===== config.mk =====
export PLATFORM = sky130hd
export DESIGN_NAME = button_debounce_press_classifier
export DESIGN_NICKNAME = d
export VERILOG_FILES = /design/src/sv/bdpc_pkg.sv /design/src/sv/button_debounce_press_classifier.sv
export VERILOG_INCLUDE_DIRS = /design/src /design/src/sv
export SDC_FILE = /design/constraint.sdc
export NUM_CORES = 1
export LEC_CHECK = 0
export BUFFER_PORTS_ARGS = -buffer_cell sky130_fd_sc_hd__buf_2
export CAP_MARGIN = 20
export CORE_MARGIN = 3
export CORE_UTILIZATION = 55
export CTS_BUF_LIST = sky130_fd_sc_hd__clkbuf_16
export DETAILED_ROUTE_END_ITERATION = 16
export GPL_TIMING_DRIVEN = 0
export HOLD_SLACK_MARGIN = 0.12
export PLACE_DENSITY = 0.74
export SLEW_MARGIN = 10
export SYNTH_ARGS = -nofsm -noshare
export SYNTH_HDL_FRONTEND = slang
export SYNTH_SLANG_ARGS = --single-unit

===== constraint.sdc =====
create_clock -name clk_i -period 3.7 [get_ports clk_i]
set_input_delay 0.555 -clock clk_i [delete_from_list [all_inputs] [get_ports clk_i]]
set_output_delay 0.555 -clock clk_i [all_outputs]
set_load 0.01 [all_outputs]

===== src/sv/button_debounce_press_classifier_defines.svh =====
// Assertion macros shared by the button debounce press classifier RTL.
`ifndef BUTTON_DEBOUNCE_PRESS_CLASSIFIER_DEFINES_SVH
`define BUTTON_DEBOUNCE_PRESS_CLASSIFIER_DEFINES_SVH

`ifndef SYNTHESIS
// Plain property, checked at every rising clock edge outside reset.
`define BDPC_ASSERT(lbl, clk, rst_n, prop, msg) \
  lbl: assert property (@(posedge clk) disable iff (!rst_n) (prop)) else $error(msg);
// Implication from a trigger condition to a property.
`define BDPC_ASSERT_IMP(lbl, clk, rst_n, cond, prop, msg) \
  lbl: assert property (@(posedge clk) disable iff (!rst_n) (cond) |-> (prop)) \
    else $error(msg);
`else
`define BDPC_ASSERT(lbl, clk, rst_n, prop, msg)
`define BDPC_ASSERT_IMP(lbl, clk, rst_n, cond, prop, msg)
`endif

`endif


===== src/sv/bdpc_pkg.sv =====
// Types, constants and helper functions for the button debounce press classifier.
package bdpc_pkg;

  localparam int TimerBits = 16;
  localparam int CfgBits   = 16;
  localparam int HoldBits  = 16;
  localparam int CmpBits   = (TimerBits > CfgBits) ? TimerBits : CfgBits;
  localparam int CfgIdxBits = 2;

  typedef logic [TimerBits-1:0]  timer_t;
  typedef logic [CfgBits-1:0]    cfg_t;
  typedef logic [HoldBits-1:0]   hold_t;
  typedef logic [CfgIdxBits-1:0] cfg_idx_t;

  localparam cfg_idx_t CfgDebounce   = 2'd0;
  localparam cfg_idx_t CfgShortLimit = 2'd1;
  localparam cfg_idx_t CfgLongLimit  = 2'd2;

  localparam cfg_t DebounceReset   = 16'd50;
  localparam cfg_t ShortLimitReset = 16'd500;
  localparam cfg_t LongLimitReset  = 16'd1000;

  localparam hold_t HoldMax = '1;

  typedef struct packed {
    logic  press_event;
    logic  release_event;
    logic  short_event;
    logic  long_event;
    logic  is_held;
    hold_t hold_ticks;
  } res_t;

  // Increment that stops at the all-ones value.
  function automatic timer_t sat_inc(timer_t v);
    if (v == '1) begin
      return v;
    end
    return timer_t'(v + 1'b1);
  endfunction

  // Compare a timer against a register value in a common width.
  function automatic logic timer_ge(timer_t t, cfg_t c);
    logic [CmpBits-1:0] tw;
    logic [CmpBits-1:0] cw;
    tw = CmpBits'(t);
    cw = CmpBits'(c);
    return tw >= cw;
  endfunction

  // Fit a timer into the reported hold width, saturating if it is wider.
  function automatic hold_t clamp_hold(timer_t v);
    logic [CmpBits-1:0] w;
    w = CmpBits'(v);
    if (w > CmpBits'(HoldMax)) begin
      return HoldMax;
    end
    return HoldBits'(w);
  endfunction

endpackage


===== src/sv/button_debounce_press_classifier.sv =====
// Output: a tick accepted at an edge is registered into the output register at that edge,
// or into the skid register if the output side stalls. Throughput: one tick per clock
// cycle while in_stall_o is low; the skid register takes one more tick once the output stalls.
// All per-tick work is one pass of counter, compare and select logic.
// Reset: asynchronous, active low; state counters clear, the previous level reads as
// released, and the three registers return to 50, 500 and 1000 ticks.
`include "button_debounce_press_classifier_defines.svh"

module button_debounce_press_classifier (
  input  logic                clk_i,
  input  logic                rst_ni,
  input  logic                cfg_we_i,
  input  bdpc_pkg::cfg_idx_t  cfg_idx_i,
  input  bdpc_pkg::cfg_t      cfg_data_i,
  input  logic                in_valid_i,
  output logic                in_stall_o,
  input  logic                raw_level_i,
  output logic                out_valid_o,
  input  logic                out_stall_i,
  output logic                press_event_o,
  output logic                release_event_o,
  output logic                short_event_o,
  output logic                long_event_o,
  output logic                is_held_o,
  output bdpc_pkg::hold_t     hold_ticks_o
);
  import bdpc_pkg::*;

  cfg_t   debounce_q, short_limit_q, long_limit_q;

  logic   prev_raw_q, prev_raw_d;
  timer_t stable_q, stable_d;
  logic   held_q, held_d;
  timer_t hold_q, hold_d;
  logic   long_done_q, long_done_d;

  res_t   res_d;
  res_t   out_q, skid_q;
  logic   out_valid_q, skid_valid_q;

  logic   accept_in;
  logic   out_free;
  timer_t hold_inc;
  logic   settled;
  logic   pressed;

  assign in_stall_o = skid_valid_q;
  assign accept_in  = in_valid_i && !skid_valid_q;
  assign out_free   = !out_valid_q || !out_stall_i;

  // Configuration registers.
  always_ff @(posedge clk_i or negedge rst_ni) begin
    if (!rst_ni) begin
      debounce_q    <= DebounceReset;
      short_limit_q <= ShortLimitReset;
      long_limit_q  <= LongLimitReset;
    end else if (cfg_we_i) begin
      case (cfg_idx_i)
        CfgDebounce:   debounce_q    <= cfg_data_i;
        CfgShortLimit: short_limit_q <= cfg_data_i;
        CfgLongLimit:  long_limit_q  <= cfg_data_i;
        default:       ;
      endcase
    end
  end

  // Per-tick update of the debounce and hold state.
  always_comb begin
    hold_inc = held_q ? sat_inc(hold_q) : hold_q;
    stable_d = (raw_level_i != prev_raw_q) ? '0 : sat_inc(stable_q);
    prev_raw_d = raw_level_i;
    settled = timer_ge(stable_d, debounce_q);
    pressed = !raw_level_i;

    held_d      = held_q;
    hold_d      = hold_inc;
    long_done_d = long_done_q;
    res_d       = '0;

    if (settled) begin
      if (pressed && !held_q) begin
        held_d            = 1'b1;
        hold_d            = '0;
        long_done_d       = 1'b0;
        res_d.press_event = 1'b1;
      end else if (!pressed && held_q) begin
        held_d              = 1'b0;
        res_d.short_event   = !long_done_q && !timer_ge(hold_inc, short_limit_q);
        res_d.release_event = 1'b1;
        hold_d              = '0;
      end else if (pressed && !long_done_q) begin
        if (timer_ge(hold_inc, long_limit_q)) begin
          long_done_d      = 1'b1;
          res_d.long_event = 1'b1;
        end
      end
    end

    res_d.is_held    = held_d;
    res_d.hold_ticks = held_d ? clamp_hold(hold_d) : '0;
  end

  always_ff @(posedge clk_i or negedge rst_ni) begin
    if (!rst_ni) begin
      prev_raw_q  <= 1'b1;
      stable_q    <= '0;
      held_q      <= 1'b0;
      hold_q      <= '0;
      long_done_q <= 1'b0;
    end else if (accept_in) begin
      prev_raw_q  <= prev_raw_d;
      stable_q    <= stable_d;
      held_q      <= held_d;
      hold_q      <= hold_d;
      long_done_q <= long_done_d;
    end
  end

  // Output register with a skid entry behind it.
  always_ff @(posedge clk_i or negedge rst_ni) begin
    if (!rst_ni) begin
      out_valid_q  <= 1'b0;
      skid_valid_q <= 1'b0;
    end else if (out_free) begin
      if (skid_valid_q) begin
        out_valid_q  <= 1'b1;
        skid_valid_q <= 1'b0;
      end else begin
        out_valid_q <= accept_in;
      end
    end else if (accept_in) begin
      skid_valid_q <= 1'b1;
    end
  end

  always_ff @(posedge clk_i) begin
    if (out_free) begin
      if (skid_valid_q) begin
        out_q <= skid_q;
      end else if (accept_in) begin
        out_q <= res_d;
      end
    end else if (accept_in) begin
      skid_q <= res_d;
    end
  end

  assign out_valid_o     = out_valid_q;
  assign press_event_o   = out_q.press_event;
  assign release_event_o = out_q.release_event;
  assign short_event_o   = out_q.short_event;
  assign long_event_o    = out_q.long_event;
  assign is_held_o       = out_q.is_held;
  assign hold_ticks_o    = out_q.hold_ticks;

  `BDPC_ASSERT(a_skid_behind_out, clk_i, rst_ni, !skid_valid_q || out_valid_q, "skid entry without output entry")
  `BDPC_ASSERT_IMP(a_no_press_and_release, clk_i, rst_ni, out_valid_q, !(out_q.press_event && out_q.release_event), "press and release in one result")
  `BDPC_ASSERT_IMP(a_short_needs_release, clk_i, rst_ni, out_valid_q && out_q.short_event, out_q.release_event, "short press without release")
  `BDPC_ASSERT_IMP(a_idle_hold_zero, clk_i, rst_ni, out_valid_q && !out_q.is_held, out_q.hold_ticks == '0, "hold count shown while released")
  `BDPC_ASSERT_IMP(a_long_sets_done, clk_i, rst_ni, accept_in && res_d.long_event, ##1 long_done_q, "long press did not mark the hold")

endmodule

==> impl_results.md <==
- Clk network pwr share: 36.9%
- Largest net degree at the start of global routing: 65
- Max-slew violations: 0
- Setup TNS: -2.23 ns
- Min Tclk post-route: between 3 and 4 ns
- RSZ-0062 raised after global routing: true
- Drt total wl: ~18 mm
- Number of buffers created by CTS: 17
- H-tree depth: 4
- CTS tree: yes
- GRT Max-Usage Layer: met2
- Place WS: -0.670 ns
- Synth Warn #: 0
- I/O Buffers: 45
- Hold_sp: cfg_data_i[4]
- Ys async rst share: 66.9%
- Critical Path Source Type: flip-flop
- Fin crit share: 103%
- Reg2Reg Depth: 14
- Vias: 5,539
- Slew @ Worst Pin: 0.653 ns
- Final setup margin: -0.122 ns
- CTS sink cnt: between 100 and 150
- IO Pins: 47
- Total grt overflow: 0
- Syn Area/Cell: 10.2 µm²
- Status: finished, violations left
- Finished Cell Area: 8810 µm²
- Switching Share: 30.3%
- Initial Utilization: 56.7%
- Routed Antenna Nets: 0
- Post-Syn Instances: 674
- Drt initial violations: 367
- WHS Path Cells: 3
- Worst vdd ir: about 260 µV
- Final hold viol count: 0
- Share of cells above drive strength 1: 33.8%
- Final setup fails: 36
- M2 GR Usage: between 40% and 50%
- Internal power: 3.06 mW
- RR Startpoint: stable_q[0]
- Nets: 859
- Design Power: 4.39 mW
- Number of flops mapped to enable cells by yosys: 42
- Max Cap Violations: 0
- Combinational Power Share: 22.8%
- Synth top area share: 25.1%
- Worst-skew pair later-pin latency: 0.42 ns
- Sequential area share after synthesis: 49.6%
- Wire per inst: 18.1 µm
- Ranking of synthesized cells by area: dfrtp_1 (25%), edfxtp_1 (18%), ha_1 (9.1%), mux2_2 (6.2%), dfstp_2 (6.1%)
- Cell variety after synth: 51
- Leading area contributor after synthesis: dfrtp_1
- Crit path launch: stable_q[0]
- Gpl congestion: 0.863
- Failing checks: setup timing
- First-pass GRT wire length: 27.1 mm
- WP data required: between 3 and 4 ns
- Clock skew: around 0.012 ns
- Clk buf depth: 2
- PD cells: between 400 and 500 nW/µm²
- Psw: 1.33 mW
- Max transition margin: 56.5%
- Kind of critical path: reg2reg
- Root Buffer: clkbuf_16
- HP Class: in2reg
- Post-Syn Area: 6870 µm²
- GR Util All Layers: about 25%
- # rows: 40
- Critical path fanouts, max: 7
- Worst-path clk slew: 0.06 ns
- CORE AREA: 12,100 µm²
- Seq cells post-synth: ~130
- Vias in the first global route: between 5,000 and 6,000
- Drt pass-1 iters: 5
- Met1 Resource Use GR: between 30% and 40%
- Leakage: around 4.0 nW
- Max frequency: around 0.26 GHz
- Part of the power in registers: 40.3%
- Top_reg_cell synth: dfrtp_1
- Via density: 5.73
- Area Overhead vs Synth: 28.3%
- GR met3 Demand/Resource: roughly 5.0%
- Die Span Y: 118 µm
- Critical path endpoint category: flip-flop
- Syn nets: 748
- Number of diodes: 0
- Die width: 118 µm
- Post-DP HPWL: 11.7 mm
- DRC errors left: 0
- Die Area: between 10,000 and 15,000 µm²
- Initial antenna violation count: 0
- Critical path arrival: 3.99 ns
- Post-DP Area: 7420 µm²
worst max-delay path, cell delays in order, from the launching register on:
cell     delay, ns
dfrtp_1       0.39
buf_4         0.16
nand2_1       0.08
nor3_4        0.17
nor3b_4       0.29
nand3_2       0.15
xor2_2        0.19
nor2_1        0.07
ha_1          0.31
nand4_1       0.14
or4_4         0.57
o32a_4        0.36
a21o_4        0.27
o21a_1        0.14
mux2_2        0.26
layout make-up:
cell class	instances	area [µm²]
clock buffers	17	425
fillers	845	3300
multi-input cells	458	3620
clock inverters	15	148
well taps	168	210
repair buffers	95	644
plain buffers	20	96.3
flip-flops and latches	127	3420
inverters	66	248
cell usage after synthesis (all sizes together), types with 10 or more instances:
cell and number:
a21oi 32, a22o 11, a31oi 10, clkbuf 19, dfrtp 69, dfstp 16, edfxtp 42, ha 50
inv 66, mux2 38, nand2 78, nand3 14, nand4 10, nor2 45, nor3 13, o21ai 64
o31ai 10, xnor2 11, xor2 12
kinds of logic after synthesis:
| family | synth area share [%] |
|---|---|
| compound gates | 13.2 |
| xor+xnor | 2.93 |
| fa+ha+maj | 9.11 |
| buf+inv | 4.92 |
| flops | 49.6 |
| mux | 7.10 |
| simple gates | 13.1 |
sequential cells by signal, indices dropped and copies added (netlist names), 16 cells and up:
register       count
debounce_q        16
hold_q            16
hold_ticks_o      16
long_limit_q      16
short_limit_q     16
skid_q            21
stable_q          16
placed cells by master (no fill, tap or decap), types with 4 or more instances in the layout:
master,n
nor3_2,4
o31ai_1,9
dfstp_2,16
nor3_4,5
edfxtp_1,42
clkinv_2,4
buf_2,45
nand4_1,10
xnor2_1,9
nor2_1,40
clkbuf_16,17
clkbuf_1,14
and3_1,4
nand3_1,7
a21oi_1,27
nor2b_1,4
xor2_2,6
mux2_2,37
dfrtp_1,59
clkinvlp_4,5
nand2_1,74
a22o_1,11
ha_1,48
o21ai_0,49
xor2_1,5
inv_1,66
o21a_1,4
a31oi_1,9
buf_6,7
a21oi_2,4
nor3_1,4
nand3_2,4
dfrtp_2,10
o21ai_2,12
buf_4,44
repair_timing:
item,CTS,global route
buffers inserted,21,24
hold buffers,1,0
endpoints found under the setup margin,60,60
pin swaps,14,18
gates cloned,1,0
endpoints found under the hold margin,19,0
gates resized for setup,57,56
power groups by stage:
stage          registers, mW  clock network, mW  logic, mW
2_1_floorplan           1.77                  0      0.540
5_1_grt                 1.79               1.70       1.11
4_1_cts                 1.77               1.63      0.878
6_report                1.77               1.62      0.998
3_5_place_dp            1.79                  0      0.802
3_3_place_gp            1.78                  0      0.753
metrics by stage:
step                hold slack, ns  util [%]  std cells
finish                       0.406      72.8        966
global route                 0.404      72.8        966
CTS                          0.393      69.4        942
detailed placement           0.472      61.3        890
global placement             0.490      60.8        887
floorplan                    0.259         -        674
worst paths after layout:
check                                    to  slack, ns
hold / removal                debounce_q[4]       0.41
hold reg to reg            long_limit_q[10]       0.51
setup reg to reg                  is_held_o      -0.12
min in group asynchronous    debounce_q[13]       0.58
setup / recovery                  is_held_o      -0.12
max in group asynchronous        prev_raw_q       2.46
per-layer routing:
metal	share of wire, %	up-vias
li1	-	2609
met1	41	2691
met2	50	187
met3	4.7	52
met4	3.8	0
met5	0	-
No activity file was read; power rests on OpenSTA's default activity.
